--- config.mk ---
export PLATFORM = sky130hd
export DESIGN_NAME = button_click_event_detector_unit
export DESIGN_NICKNAME = d
export VERILOG_FILES = /design/src/sv/bcd_pkg.sv /design/src/sv/bcd_regs.sv /design/src/sv/bcd_core.sv /design/src/sv/bcd_outq.sv /design/src/sv/button_click_event_detector_unit.sv
export SDC_FILE = /design/constraint.sdc
export NUM_CORES = 1
export LEC_CHECK = 0
export ABC_AREA = 1
export BUFFER_PORTS_ARGS = -buffer_cell sky130_fd_sc_hd__buf_2
export CELL_PAD_IN_SITES_DETAIL_PLACEMENT = 1
export CELL_PAD_IN_SITES_GLOBAL_PLACEMENT = 1
export CORE_ASPECT_RATIO = 0.75
export CORE_MARGIN = 4
export CORE_UTILIZATION = 47
export CTS_BUF_LIST = sky130_fd_sc_hd__clkbuf_8
export DETAILED_ROUTE_END_ITERATION = 12
export GPL_TIMING_DRIVEN = 0
export MAX_ROUTING_LAYER = met4
export PLACE_DENSITY_LB_ADDON = 0.1
export SYNTH_ARGS = -nofsm -noshare
export SYNTH_HDL_FRONTEND = slang
export SYNTH_HIERARCHICAL = 1
export SYNTH_SLANG_ARGS = --single-unit
--- constraint.sdc ---
create_clock -name clk -period 8.15 [get_ports clk]
set_input_delay 0.4075 -clock clk [delete_from_list [all_inputs] [get_ports clk]]
set_output_delay 0.4075 -clock clk [all_outputs]
set_load 0.1 [all_outputs]
--- src/sv/bcd_pkg.sv ---
// ----------------------------------------------------------------------------
// bcd_pkg
// shared types and constants for the button click event detector
// ----------------------------------------------------------------------------
package bcd_pkg;

  localparam int LIMIT_WIDTH = 16;
  localparam int COUNT_WIDTH = LIMIT_WIDTH + 1;
  localparam int ADDR_WIDTH  = 4;
  localparam int DATA_WIDTH  = 32;

  typedef logic [LIMIT_WIDTH-1:0] limit_t;
  typedef logic [COUNT_WIDTH-1:0] count_t;

  typedef enum logic [1:0] {
    EV_NONE   = 2'd0,
    EV_CLICK  = 2'd1,
    EV_DOUBLE = 2'd2,
    EV_LONG   = 2'd3
  } event_t;

  typedef enum logic [1:0] {
    REG_DEBOUNCE = 2'd0,
    REG_LONG     = 2'd1,
    REG_DCLICK   = 2'd2,
    REG_IDLE     = 2'd3
  } reg_idx_t;

  typedef struct packed {
    limit_t debounce_limit;
    limit_t long_press_limit;
    limit_t double_click_limit;
    logic   idle_level_load;
    logic   idle_level_new;
  } cfg_t;

endpackage

--- src/sv/bcd_regs.sv ---
// ----------------------------------------------------------------------------
// bcd_regs
// apb register file holding the timing limits and the idle level
// ----------------------------------------------------------------------------
module bcd_regs (
  input  logic                         clk,
  input  logic                         rst,
  input  logic                         psel,
  input  logic                         penable,
  input  logic                         pwrite,
  input  logic [bcd_pkg::ADDR_WIDTH-1:0] paddr,
  input  logic [bcd_pkg::DATA_WIDTH-1:0] pwdata,
  output logic [bcd_pkg::DATA_WIDTH-1:0] prdata,
  output logic                         pready,
  output bcd_pkg::cfg_t                cfg
);
  import bcd_pkg::*;

  limit_t   debounce_limit;
  limit_t   long_press_limit;
  limit_t   double_click_limit;
  logic     idle_level;
  logic     wr_en;
  reg_idx_t idx;

  assign pready = 1'b1;
  assign wr_en  = psel && penable && pwrite && pready;
  assign idx    = reg_idx_t'(paddr[3:2]);

  always_ff @(posedge clk) begin
    if (rst) begin
      debounce_limit     <= limit_t'(50);
      long_press_limit   <= limit_t'(1000);
      double_click_limit <= limit_t'(300);
      idle_level         <= 1'b1;
    end else if (wr_en) begin
      unique case (idx)
        REG_DEBOUNCE: debounce_limit     <= pwdata[LIMIT_WIDTH-1:0];
        REG_LONG:     long_press_limit   <= pwdata[LIMIT_WIDTH-1:0];
        REG_DCLICK:   double_click_limit <= pwdata[LIMIT_WIDTH-1:0];
        REG_IDLE:     idle_level         <= pwdata[0];
        default:      ;
      endcase
    end
  end

  always_comb begin
    prdata = '0;
    unique case (idx)
      REG_DEBOUNCE: prdata[LIMIT_WIDTH-1:0] = debounce_limit;
      REG_LONG:     prdata[LIMIT_WIDTH-1:0] = long_press_limit;
      REG_DCLICK:   prdata[LIMIT_WIDTH-1:0] = double_click_limit;
      REG_IDLE:     prdata[0]               = idle_level;
      default:      prdata = '0;
    endcase
  end

  assign cfg.debounce_limit     = debounce_limit;
  assign cfg.long_press_limit   = long_press_limit;
  assign cfg.double_click_limit = double_click_limit;
  // the core reloads its last level when idle and not accepting a tick
  assign cfg.idle_level_load    = wr_en && (idx == REG_IDLE);
  assign cfg.idle_level_new     = pwdata[0];

endmodule

--- src/sv/bcd_core.sv ---
// ----------------------------------------------------------------------------
// bcd_core
// debounce and click classification state machine, one tick per request
// ----------------------------------------------------------------------------
module bcd_core (
  input  logic             clk,
  input  logic             rst,
  input  logic             accept,
  input  logic             pin_level,
  input  bcd_pkg::cfg_t    cfg,
  output bcd_pkg::event_t  ev
);
  import bcd_pkg::*;

  typedef enum logic [2:0] {
    ST_IDLE             = 3'd0,
    ST_DEBOUNCE         = 3'd1,
    ST_CLICK_WAIT       = 3'd2,
    ST_DCLICK_WAIT      = 3'd3,
    ST_DCLICK_DEBOUNCE  = 3'd4,
    ST_RELEASE_WAIT     = 3'd5,
    ST_RELEASE_DEBOUNCE = 3'd6
  } state_t;

  state_t state, state_next;
  logic   last_level, last_level_next;
  count_t debounce_count, debounce_count_next;
  count_t hold_count, hold_count_next;
  count_t gap_count, gap_count_next;
  count_t db_inc, hold_inc, gap_inc;
  logic   changed;
  logic   db_done, hold_done, gap_done;

  function automatic count_t bump(input count_t c);
    return (&c) ? c : c + count_t'(1);
  endfunction

  assign db_inc    = bump(debounce_count);
  assign hold_inc  = bump(hold_count);
  assign gap_inc   = bump(gap_count);
  assign db_done   = db_inc > {1'b0, cfg.debounce_limit};
  assign hold_done = hold_inc > {1'b0, cfg.long_press_limit};
  assign gap_done  = gap_inc > {1'b0, cfg.double_click_limit};
  assign changed   = pin_level != last_level;

  always_comb begin
    state_next          = state;
    last_level_next     = last_level;
    debounce_count_next = debounce_count;
    hold_count_next     = hold_count;
    gap_count_next      = gap_count;
    ev                  = EV_NONE;
    unique case (state)
      ST_IDLE: begin
        if (changed) begin
          last_level_next     = pin_level;
          debounce_count_next = '0;
          state_next          = ST_DEBOUNCE;
        end
      end
      ST_DEBOUNCE: begin
        debounce_count_next = db_inc;
        if (db_done) begin
          if (!changed) begin
            hold_count_next = '0;
            state_next      = ST_CLICK_WAIT;
          end else begin
            last_level_next = pin_level;
            state_next      = ST_IDLE;
          end
        end
      end
      ST_CLICK_WAIT: begin
        hold_count_next = hold_inc;
        if (changed) begin
          last_level_next = pin_level;
          gap_count_next  = '0;
          state_next      = ST_DCLICK_WAIT;
        end
        // timeout beats a level change in the same tick
        if (hold_done) begin
          ev         = EV_LONG;
          state_next = ST_RELEASE_WAIT;
        end
      end
      ST_DCLICK_WAIT: begin
        gap_count_next = gap_inc;
        if (changed) begin
          last_level_next     = pin_level;
          debounce_count_next = '0;
          state_next          = ST_DCLICK_DEBOUNCE;
        end
        if (gap_done) begin
          ev         = EV_CLICK;
          state_next = ST_IDLE;
        end
      end
      ST_DCLICK_DEBOUNCE: begin
        debounce_count_next = db_inc;
        if (db_done) begin
          if (!changed) begin
            ev         = EV_DOUBLE;
            state_next = ST_RELEASE_WAIT;
          end else begin
            last_level_next = pin_level;
            state_next      = ST_IDLE;
          end
        end
      end
      ST_RELEASE_WAIT: begin
        if (changed) begin
          last_level_next     = pin_level;
          debounce_count_next = '0;
          state_next          = ST_RELEASE_DEBOUNCE;
        end
      end
      ST_RELEASE_DEBOUNCE: begin
        debounce_count_next = db_inc;
        if (db_done) begin
          last_level_next = pin_level;
          state_next      = ST_IDLE;
        end
      end
      default: ;  // unused code holds
    endcase
  end

  always_ff @(posedge clk) begin
    if (rst) begin
      state          <= ST_IDLE;
      last_level     <= 1'b1;
      debounce_count <= '0;
      hold_count     <= '0;
      gap_count      <= '0;
    end else if (accept) begin
      state          <= state_next;
      last_level     <= last_level_next;
      debounce_count <= debounce_count_next;
      hold_count     <= hold_count_next;
      gap_count      <= gap_count_next;
    end else if (cfg.idle_level_load && state == ST_IDLE) begin
      last_level <= cfg.idle_level_new;
    end
  end

endmodule

--- src/sv/bcd_outq.sv ---
// ----------------------------------------------------------------------------
// bcd_outq
// two-entry result buffer between the state machine and the output channel
// ----------------------------------------------------------------------------
module bcd_outq (
  input  logic            clk,
  input  logic            rst,
  input  logic            wr_en,
  input  bcd_pkg::event_t wr_data,
  output logic            has_room,
  output logic            rd_valid,
  input  logic            rd_ready,
  output bcd_pkg::event_t rd_data
);
  import bcd_pkg::*;

  event_t     slot [2];
  logic       wr_ptr;
  logic       rd_ptr;
  logic [1:0] count;
  logic       rd_en;

  assign has_room = !count[1];
  assign rd_valid = count != 2'd0;
  assign rd_en    = rd_valid && rd_ready;
  assign rd_data  = slot[rd_ptr];

  always_ff @(posedge clk) begin
    if (wr_en) begin
      slot[wr_ptr] <= wr_data;
    end
  end

  always_ff @(posedge clk) begin
    if (rst) begin
      wr_ptr <= 1'b0;
      rd_ptr <= 1'b0;
      count  <= 2'd0;
    end else begin
      if (wr_en) begin
        wr_ptr <= !wr_ptr;
      end
      if (rd_en) begin
        rd_ptr <= !rd_ptr;
      end
      count <= count + {1'b0, wr_en} - {1'b0, rd_en};
    end
  end

endmodule

--- src/sv/button_click_event_detector_unit.sv ---
// ----------------------------------------------------------------------------
// button_click_event_detector_unit
// debounced click, double click and long press detector, one tick per request
// ----------------------------------------------------------------------------
// results: registered in the result buffer when the tick is accepted, offered
// behind older results; throughput: one tick per cycle while the buffer has room
// a two-entry result buffer keeps ticks flowing while one result waits
// reset: synchronous, limits return to 50/1000/300, idle level 1, machine idle
// ----------------------------------------------------------------------------
module button_click_event_detector_unit (
  input  logic                           clk,
  input  logic                           rst,
  input  logic                           pin_level,
  input  logic                           in_valid,
  output logic                           in_ready,
  output logic [1:0]                     event_code,
  output logic                           out_valid,
  input  logic                           out_ready,
  input  logic                           psel,
  input  logic                           penable,
  input  logic                           pwrite,
  input  logic [bcd_pkg::ADDR_WIDTH-1:0] paddr,
  input  logic [bcd_pkg::DATA_WIDTH-1:0] pwdata,
  output logic [bcd_pkg::DATA_WIDTH-1:0] prdata,
  output logic                           pready
);
  import bcd_pkg::*;

  cfg_t   cfg;
  event_t ev;
  event_t rd_ev;
  logic   accept;

  assign accept     = in_valid && in_ready;
  assign event_code = rd_ev;

  bcd_regs u_regs (
    .clk     (clk),
    .rst     (rst),
    .psel    (psel),
    .penable (penable),
    .pwrite  (pwrite),
    .paddr   (paddr),
    .pwdata  (pwdata),
    .prdata  (prdata),
    .pready  (pready),
    .cfg     (cfg)
  );

  bcd_core u_core (
    .clk       (clk),
    .rst       (rst),
    .accept    (accept),
    .pin_level (pin_level),
    .cfg       (cfg),
    .ev        (ev)
  );

  bcd_outq u_outq (
    .clk      (clk),
    .rst      (rst),
    .wr_en    (accept),
    .wr_data  (ev),
    .has_room (in_ready),
    .rd_valid (out_valid),
    .rd_ready (out_ready),
    .rd_data  (rd_ev)
  );

endmodule

==> run_results.csv, run 1 <==
group,metric,value,unit
final_layout,drive_gt1_share,14.2,%
power,p_sw_share,39.5,%
clocking,path_clk_slew,80,ps
sta,worst_pin_slew,815,ps
global_route,grt.total_usage,27.5,%
routing,wl_per_cell,16.6,µm
final_layout,fin_area,8640,µm²
routing,viasPerCell,5.17,
clocking,ctsResizeCount,0,
sta,min_period,3700,ps
power,ir_drop,103,µV
logic_synthesis,synth_seq_area_share,30.0,%
clocking,cts_hold_buf,0,
routing,drt_first_pass_iters,5,
worst_hold_path,hp-class,"input pin to flip-flop",
power,p_int,1.07,mW
worst_setup_path,crit_type,"flip-flop to flip-flop",
worst_hold_path,hold_depth,3,
worst_setup_path,end_kind,"flip-flop",
sta,fin_worst_skew,10.4,ps
place,placed_cell_area,8210,µm²
clocking,cts.path.max_buffers,2,
global_route,grt_max_degree,17,
power,combPwrFrac,31.4,%
clocking,cts_tree,"done",
sta,fin_tns_setup,0,ps
logic_synthesis,syn_avg_cell_area,6.54,µm²
sta,slew_headroom,45.7,%
die,io_pins,81,
global_route,overflow,0,
logic_synthesis,syn_area,7670,µm²
die,design.core.area,16000,µm²
place,gp_congestion,0.931,
clocking,htree_num_levels,4,
global_route,grt_first_pass_wirelength,39300,µm
global_route,grt_pass1_vias,7498,
logic_synthesis,synth.distinct_cells,44,
logic_synthesis,syn_inst,1173,
worst_setup_path,worstPathArrival,4000,ps
logic_synthesis,synthArstFlopShare,0,%
routing,detail_route.iter0.violations,471,
final_layout,synthToLayoutAreaGrowth,12.7,%
routing,routed_wl,24500,µm
final_layout,layout_common_cells,"nand2_1 (358), inv_1 (142), nor2_1 (135), dfxtp_1 (109), nand3_1 (96)",
status,status,"finished clean",
sta,hold_violations,0,
power,p_leak,4.01,nW
power,power.density,204,nW/µm²
worst_setup_path,reg2reg_depth,26,
global_route,grt_antenna_before_repair,0,
die,die_x,155,µm
worst_setup_path,required,8450,ps
place,place_hpwl,19400,µm
clocking,insertion_delay,450,ps
worst_setup_path,start_kind,"flip-flop",
sta,setup_viol,0,
logic_synthesis,synth-edff-count,4,
logic_synthesis,ys.flop_type,"dfxtp_1",
final_layout,mostFrequentLayoutCell,"nand2_1",
clocking,cts_setup_buffers,0,
sta,fmax,270,MHz
clocking,cts.sinks,113,
routing,antenna_left,0,
power,pwr-share-clk,33.8,%
place,portBuffers,45,
sta,rsz0062_at_grt,"no",
worst_setup_path,cp_slowest_stage_delay,450,ps
die,die_area,18400,µm²
final_layout,nets,1349,
power,seqPwrFrac,34.9,%
routing,drc,0,
die,die_h,119,µm
clocking,cts_root_buf,"clkbuf_8",
worst_setup_path,cp_slowest_cell,"dfxtp_1",
die,initial_utilization,47.9,%
logic_synthesis,yosys_warnings,6,
power,netSwitchingPower,697,µW
final_layout,antenna_cells,0,
worst_setup_path,cpMostUsedCell,"nand2_1",
logic_synthesis,ys_ff_latch,113,
routing,num_vias,7627,
sta,fin_crit_sh,45.4,%
clocking,cts_buffers,17,
job,maxCapViolCount,0,
die,row_count,40,
sta,timing.final.max_slew_violations,0,
worst_setup_path,cp_max_fo,10,
registers in the layout (all words and copies together), names as in the netlist, 3 cells and up, named ones only:
register and cells:
u_regs/debounce_limit 16, u_outq/slot 4, u_core/gap_count 17, u_regs/long_press_limit 16, u_core/hold_count 17, u_core/state 3, u_core/debounce_count 17, u_regs/double_click_limit 16
metrics by stage:
stage | power, mW | utilization [%] | instances | hold WS (ps) | worst slack [ps]
after floorplan | 1.05 | - | 1188 | 443 | 5180
after global placement | 1.16 | 51.3 | 1443 | 467 | 4470
after detailed placement | 1.18 | 51.3 | 1443 | 465 | 4410
after CTS | 1.77 | 53.9 | 1475 | 180 | 4400
after global routing | 1.85 | 53.9 | 1475 | 203 | 3910
final | 1.76 | 53.9 | 1475 | 200 | 4450
cell type report:
| cell class | count | area, µm² |
|---|---|---|
| Buffer | 52 | 332 |
| Clock buffer | 19 | 262 |
| Clock inverter | 13 | 168 |
| Fill cell | 2225 | 7380 |
| Inverter | 151 | 568 |
| Multi-Input combinational cell | 872 | 4520 |
| Sequential cell | 113 | 2300 |
| Tap cell | 210 | 263 |
| Timing Repair Buffer | 45 | 225 |
final timing paths:
kind | startpoint | end | slack, ps
worst max-delay path | u_core/debounce_count[0] | u_core/hold_count[12] | 4450
worst min-delay path | pwdata[6] | u_regs/long_press_limit[6] | 200
worst max register to register | u_core/debounce_count[0] | u_core/hold_count[12] | 4450
worst min register to register | u_core/debounce_count[15] | u_core/debounce_count[15] | 480
kinds of logic after synthesis:
family,after synthesis,share of synthesized area (%)
buf+inv,203,11.7
other cells,2,0.0980
compound gates,93,6.43
fa+ha+maj,53,8.65
flops,113,30.0
mux,3,0.424
simple gates,675,38.9
xor+xnor,31,3.74
power by group through the flow:
stage / Sequential (mW) / Clock [mW] / Combinational, mW
after floorplan: 0.618 / 0 / 0.430
after global placement: 0.625 / 0 / 0.540
after detailed placement: 0.627 / 0 / 0.550
after CTS: 0.614 / 0.605 / 0.552
after global routing: 0.618 / 0.631 / 0.605
final: 0.615 / 0.595 / 0.553
cells in the mapped netlist, types with 2 or more instances:
master	n	area [µm²]
inv_1	140	526
xor2_1	14	123
nor2_2	7	43.8
edfxtp_1	4	120
a21oi_1	75	375
nand4_1	15	93.8
inv_2	9	33.8
nand2_2	17	106
nand3_1	96	480
buf_6	5	56.3
nor2_4	12	135
o21a_1	3	22.5
xnor2_1	15	131
conb_1	2	7.51
nor2_1	135	507
nand2_1	358	1340
buf_2	13	65.1
a21o_1	2	15.0
buf_1	2	7.51
nand2b_1	2	12.5
dfxtp_1	109	2180
nand3_2	4	40.0
clkbuf_1	10	37.5
xor2_2	2	32.5
nor4_1	4	25.0
nor3_2	6	60.1
nand3b_1	2	15.0
ha_1	53	663
nor3_1	12	60.1
nand4_2	2	25.0
o21ai_0	9	45.0
buf_4	22	165
worst max-delay path: cells and delay by family (launching register included):
kind / cells / cell delay, ps
DFF: 1 / 450
buffers and inverters: 3 / 400
AOI/OAI and AO/OA: 1 / 60
and+or+nand+nor: 19 / 1910
adders and majority gates: 2 / 580
xor gates and xnor gates: 1 / 170
per-layer routing:
layer,global-route usage (%),routed length (µm),vias to the layer above
li1,-,-,3814
met4,6.23,366,0
met1,39.5,12200,3602
met2,40.7,10600,187
met5,-,0,-
met3,4.54,1340,24
Power figures use the tool's default switching activity.
==> run 2, diff against run 1 <==
- CORE_UTILIZATION: 47 -> 39
- clock period: 8.15 -> 3.1 ns (I/O delays scaled with it)
==> run_results.csv, run 2 (synthesis results as in run 1) <==
group,metric,value,unit
worst_setup_path,reg2reg_slack,-140,ps
final_layout,synthToLayoutAreaGrowth,27.9,%
clocking,cts_buffers,17,
job,maxCapViolCount,0,
worst_setup_path,cp_slowest_stage_delay,370,ps
worst_setup_path,crit_type,"flip-flop to flip-flop",
sta,rsz0062_at_grt,"yes",
worst_hold_path,hp-class,"input pin to flip-flop",
final_layout,drive_gt1_share,26.8,%
sta,setup_viol,20,
sta,fin_worst_skew,11.4,ps
worst_setup_path,reg2reg_depth,26,
routing,antenna_left,0,
clocking,cts_tree,"done",
global_route,grt_max_degree,17,
die,die_area,22000,µm²
sta,hold_violations,0,
status,violations,"setup timing",
sta,fmax,309,MHz
routing,detail_route.iter0.violations,467,
worst_setup_path,end_kind,"flip-flop",
place,portBuffers,45,
global_route,grt.total_usage,25.2,%
sta,fin_crit_sh,104,%
global_route,grt_pass1_vias,7866,
clocking,cts.sinks,113,
status,status,"finished with violations",
worst_setup_path,r2r-start,"u_core/debounce_count[1]",
worst_setup_path,crit_family,"simple AND/OR/NAND/NOR gates",
sta,timing.final.max_slew_violations,0,
routing,routed_wl,26700,µm
global_route,grt_first_pass_wirelength,41800,µm
die,initial_utilization,39.7,%
routing,drt_first_pass_iters,6,
sta,min_period,3240,ps
worst_hold_path,hold_depth,4,
worst_setup_path,crit_buf_inv,3,
power,p_leak,4.45,nW
clocking,htree_num_levels,4,
worst_setup_path,required,3410,ps
clocking,cts_root_buf,"clkbuf_8",
die,row_count,44,
place,gp_congestion,0.893,
final_layout,mostFrequentLayoutCell,"nand2_1",
clocking,insertion_delay,460,ps
worst_setup_path,cp_max_fo,6,
worst_hold_path,hold_end,"u_core/last_level",
routing,num_vias,7794,
final_layout,layout_common_cells,"nand2_1 (322), inv_1 (132), nor2_1 (117), dfxtp_1 (88), nand3_1 (87)",
final_layout,top_regs,"u_core/debounce_count (17), u_core/gap_count (17), u_core/hold_count (17)",
worst_hold_path,hold_start,"pin_level",
die,die_x,170,µm
sta,worst_pin_slew,885,ps
final_layout,antenna_cells,0,
routing,wl_per_cell,17.0,µm
worst_setup_path,r2r_end,"u_core/hold_count[3]",
sta,slew_headroom,41.0,%
power,ir_drop,480,µV
die,io_pins,81,
sta,whs,78.7,ps
routing,drc,0,
global_route,grt_antenna_before_repair,0,
global_route,overflow,0,
clocking,path_clk_slew,70,ps
power,power.density,514,nW/µm²
die,die_h,129,µm
final_layout,fin_util,50.7,%
die,design.core.area,19300,µm²
worst_setup_path,worstPathArrival,3550,ps
clocking,cts.path.max_buffers,2,
worst_setup_path,cpMostUsedCell,"nand2_1",
worst_setup_path,cp_slowest_cell,"dfxtp_4",
worst_setup_path,start_kind,"flip-flop",
sta,setup_slack,-138,ps
final_layout,nets,1399,
routing,viasPerCell,4.97,
place,place_hpwl,19900,µm
==> run 2: cell count changes in the layout (fill, tap and decap cells not counted), moves of 10 or more <==
| cell | delta |
|---|---|
| nor2_1 | -18 |
| inv_1 | -10 |
| a21oi_2 | +17 |
| dfxtp_2 | +14 |
| nor2_4 | +11 |
| dlygate4sd3_1 | +12 |
| nand2_1 | -36 |
| a21oi_1 | -19 |
| dfxtp_1 | -21 |
| buf_4 | +33 |
| nand2_2 | +28 |
==> run 2: timing repair <==
item / 4_1_cts / 5_1_grt
gates cloned: 1 / 0
endpoints found under the hold margin: 18 / 0
hold buffers: 12 / 0
setup buffers: 27 / 10
pin swaps: 30 / 34
endpoints found under the setup margin: 25 / 25
resized for setup: 111 / 77
==> run 2: layout make-up <==
cell class / count / area, µm²
clock inverter: 13 / 215
fill: 2549 / 9520
timing repair buffer: 95 / 649
buffer: 52 / 338
multi-input combinational: 872 / 5100
tap: 253 / 317
clock buffer: 19 / 262
inverter: 151 / 573
sequential: 113 / 2350
==> run 2: metrics by stage <==
| step | area, µm² | instances | setup slack [ps] | setup TNS, ps | total power [mW] |
|---|---|---|---|---|---|
| after global placement | 8260 | 1486 | -625 | -10750 | 3.08 |
| after floorplan | 7720 | 1188 | 128 | 0 | 2.76 |
| after CTS | 9460 | 1558 | -33.7 | -326 | 4.95 |
| after global routing | 9800 | 1568 | -334 | -6840 | 5.31 |
| after detailed placement | 8260 | 1486 | -664 | -11970 | 3.10 |
| final | 9800 | 1568 | -138 | -2130 | 5.04 |
==> run 2: where the power goes <==
| group | internal, mW | switching, mW | total [mW] |
|---|---|---|---|
| registers | 1.54 | 0.0744 | 1.61 |
| logic | 0.466 | 1.23 | 1.70 |
| clock network | 1.07 | 0.663 | 1.73 |
| total | 3.07 | 1.97 | 5.04 |
==> run 2: how the worst max path moves through the flow <==
stage | depth (start not counted) | end | start | slack [ps]
after floorplan | 26 | u_core/hold_count[8] | u_core/debounce_count[0] | 130
final | 26 | u_core/hold_count[3] | u_core/debounce_count[1] | -140
after CTS | 26 | u_core/hold_count[12] | u_core/debounce_count[1] | -30
after global placement | 26 | u_core/hold_count[12] | u_core/debounce_count[0] | -620
after global routing | 25 | u_core/hold_count[6] | u_core/debounce_count[12] | -330
after detailed placement | 25 | u_core/hold_count[12] | u_core/debounce_count[0] | -660
==> run 2: layer usage <==
layer	global-route usage (%)	up-vias	wire, µm
li1	-	3911	-
met1	35.1	3708	13100
met2	37.6	154	11700
met3	4.48	21	1440
met4	6.95	0	371
met5	-	-	0
==> run 2: worst min-delay path, delay by kind of cell <==
family,cells,cell delay (ps)
compound gates,1,80
simple gates,2,170
buf+inv,1,100
==> run 3, diff against run 2 <==
- PLACE_DENSITY: not set -> 0.76
- PLACE_DENSITY_LB_ADDON: 0.1 -> not set
==> run_results.csv, run 3 (synthesis results as in run 1) <==
group,metric,value,unit
worst_setup_path,worstPathArrival,3530,ps
worst_setup_path,reg2reg_slack,-40,ps
die,row_count,44,
sta,whs,70.3,ps
routing,routed_wl,27400,µm
worst_setup_path,cp_slowest_stage_delay,370,ps
die,die_h,129,µm
routing,viasPerCell,5.07,
routing,drc,0,
global_route,grt_antenna_before_repair,0,
place,place_hpwl,19700,µm
worst_setup_path,start_kind,"flip-flop",
power,total_power,4.78,mW
final_layout,synthToLayoutAreaGrowth,30.2,%
clocking,cts_buffers,17,
place,gp_congestion,0.892,
worst_setup_path,r2r_end,"u_core/hold_count[13]",
final_layout,top_regs,"u_core/debounce_count (17), u_core/gap_count (17), u_core/hold_count (17)",
clocking,path_clk_slew,80,ps
clocking,cts.sinks,113,
routing,num_vias,7993,
sta,fin_crit_sh,101,%
sta,setup_slack,-44.1,ps
worst_hold_path,hold_depth,4,
global_route,grt_max_degree,17,
worst_setup_path,r2r-start,"u_core/debounce_count[0]",
place,portBuffers,45,
routing,wl_per_cell,17.4,µm
final_layout,antenna_cells,0,
power,power.density,479,nW/µm²
routing,drt_first_pass_iters,5,
sta,fin_worst_skew,11.7,ps
worst_setup_path,cp_max_fo,8,
routing,antenna_left,0,
worst_setup_path,required,3480,ps
die,io_pins,81,
sta,timing.final.max_slew_violations,0,
sta,worst_pin_slew,933,ps
clocking,htree_num_levels,4,
worst_setup_path,reg2reg_depth,26,
sta,fmax,318,MHz
final_layout,nets,1408,
worst_hold_path,hold_start,"pin_level",
clocking,cts.path.max_buffers,2,
sta,fin_tns_setup,-283,ps
status,status,"finished with violations",
clocking,cts_tree,"done",
sta,hold_violations,0,
global_route,grt_first_pass_wirelength,41800,µm
status,violations,"setup timing",
final_layout,layout_common_cells,"nand2_1 (320), inv_1 (133), nor2_1 (114), nand3_1 (88), dfxtp_1 (76)",
sta,setup_viol,11,
final_layout,mostFrequentLayoutCell,"nand2_1",
power,p_int,2.83,mW
routing,detail_route.iter0.violations,483,
global_route,grt.total_usage,25.1,%
final_layout,drive_gt1_share,29.1,%
die,initial_utilization,39.7,%
sta,min_period,3140,ps
worst_setup_path,crit_family,"simple AND/OR/NAND/NOR gates",
worst_setup_path,cp_slowest_cell,"dfxtp_4",
worst_setup_path,crit_type,"flip-flop to flip-flop",
sta,rsz0062_at_grt,"yes",
worst_setup_path,cp_num_cells,26,
power,p_leak,4.53,nW
die,die_x,170,µm
power,netSwitchingPower,1.95,mW
power,seqPwrFrac,33.6,%
power,pwr-share-clk,31.7,%
clocking,insertion_delay,460,ps
job,maxCapViolCount,0,
worst_setup_path,crit_buf_inv,4,
worst_hold_path,hold_end,"u_core/last_level",
power,ir_drop,384,µV
global_route,grt_pass1_vias,7974,
clocking,cts_root_buf,"clkbuf_8",
global_route,overflow,0,
power,combPwrFrac,34.8,%
power,p_sw_share,40.7,%
worst_setup_path,end_kind,"flip-flop",
worst_hold_path,hp-class,"input pin to flip-flop",
die,die_area,22000,µm²
sta,slew_headroom,37.8,%
die,design.core.area,19300,µm²
==> run 3: cell types whose count changed in the layout (fill, tap and decap cells not counted), moves of 4 or more <==
cell	delta
dfxtp_1	-12
buf_4	+8
dfxtp_2	+6
dfxtp_4	+6
ha_4	+5
ha_1	-4
nand2_4	+4
==> run 3: stage by stage <==
step | worst slack, ps | instances | instance area, µm² | utilization [%]
after CTS | -58.7 | 1562 | 9380 | 48.5
after detailed placement | -706 | 1486 | 8260 | 42.8
after global placement | -617 | 1486 | 8260 | 42.8
after global routing | -243 | 1577 | 9980 | 51.6
after floorplan | 128 | 1188 | 7720 | -
final | -44.1 | 1577 | 9980 | 51.6
==> run 3: worst max path at each step <==
| stage | slack, ps | start | endpoint |
|---|---|---|---|
| 2_1_floorplan | 130 | u_core/debounce_count[0] | u_core/hold_count[8] |
| 3_3_place_gp | -620 | u_core/debounce_count[0] | u_core/hold_count[12] |
| 3_5_place_dp | -710 | u_core/debounce_count[0] | u_core/hold_count[13] |
| 4_1_cts | -60 | u_core/debounce_count[1] | u_core/hold_count[13] |
| 5_1_grt | -240 | u_core/hold_count[12] | u_core/state[0] |
| 6_report | -40 | u_core/debounce_count[0] | u_core/hold_count[13] |
==> run 3: worst min-delay path: stages <==
cell	delay (ps)
buf_2	100
or2_2	100
o211ai_1	80
nand3_1	60
==> run 3: power by group through the flow <==
stage / logic [mW] / clock network, mW / registers [mW]
2_1_floorplan: 1.13 / 0 / 1.62
3_3_place_gp: 1.43 / 0 / 1.64
3_5_place_dp: 1.44 / 0 / 1.65
4_1_cts: 1.56 / 1.54 / 1.61
5_1_grt: 1.80 / 1.60 / 1.61
6_report: 1.66 / 1.51 / 1.60
==> run 3: repair_timing <==
| action | in CTS | in global routing |
|---|---|---|
| hold buffers | 12 | 0 |
| endpoints found under the hold margin | 18 | 0 |
| gates resized for setup | 99 | 126 |
| cloned | 1 | 0 |
| setup endpoints to repair | 25 | 25 |
| pin swaps | 42 | 51 |
| buffers inserted | 31 | 15 |
==> run 3: final cells by class <==
type | instances | area [µm²]
repair buffers | 104 | 721
fillers | 2535 | 9350
flip-flops and latches | 113 | 2380
clock buffers | 20 | 275
plain buffers | 52 | 342
clock inverters | 12 | 140
multi-input cells | 872 | 5230
inverters | 151 | 576
well taps | 253 | 317
==> run 3: layer usage <==
layer,track usage [%],vias to the layer above,routed length [µm]
li1,-,3929,-
met1,34.1,3856,13200
met2,38.3,172,12400
met3,5.09,36,1320
met4,6.76,0,499
met5,-,-,0
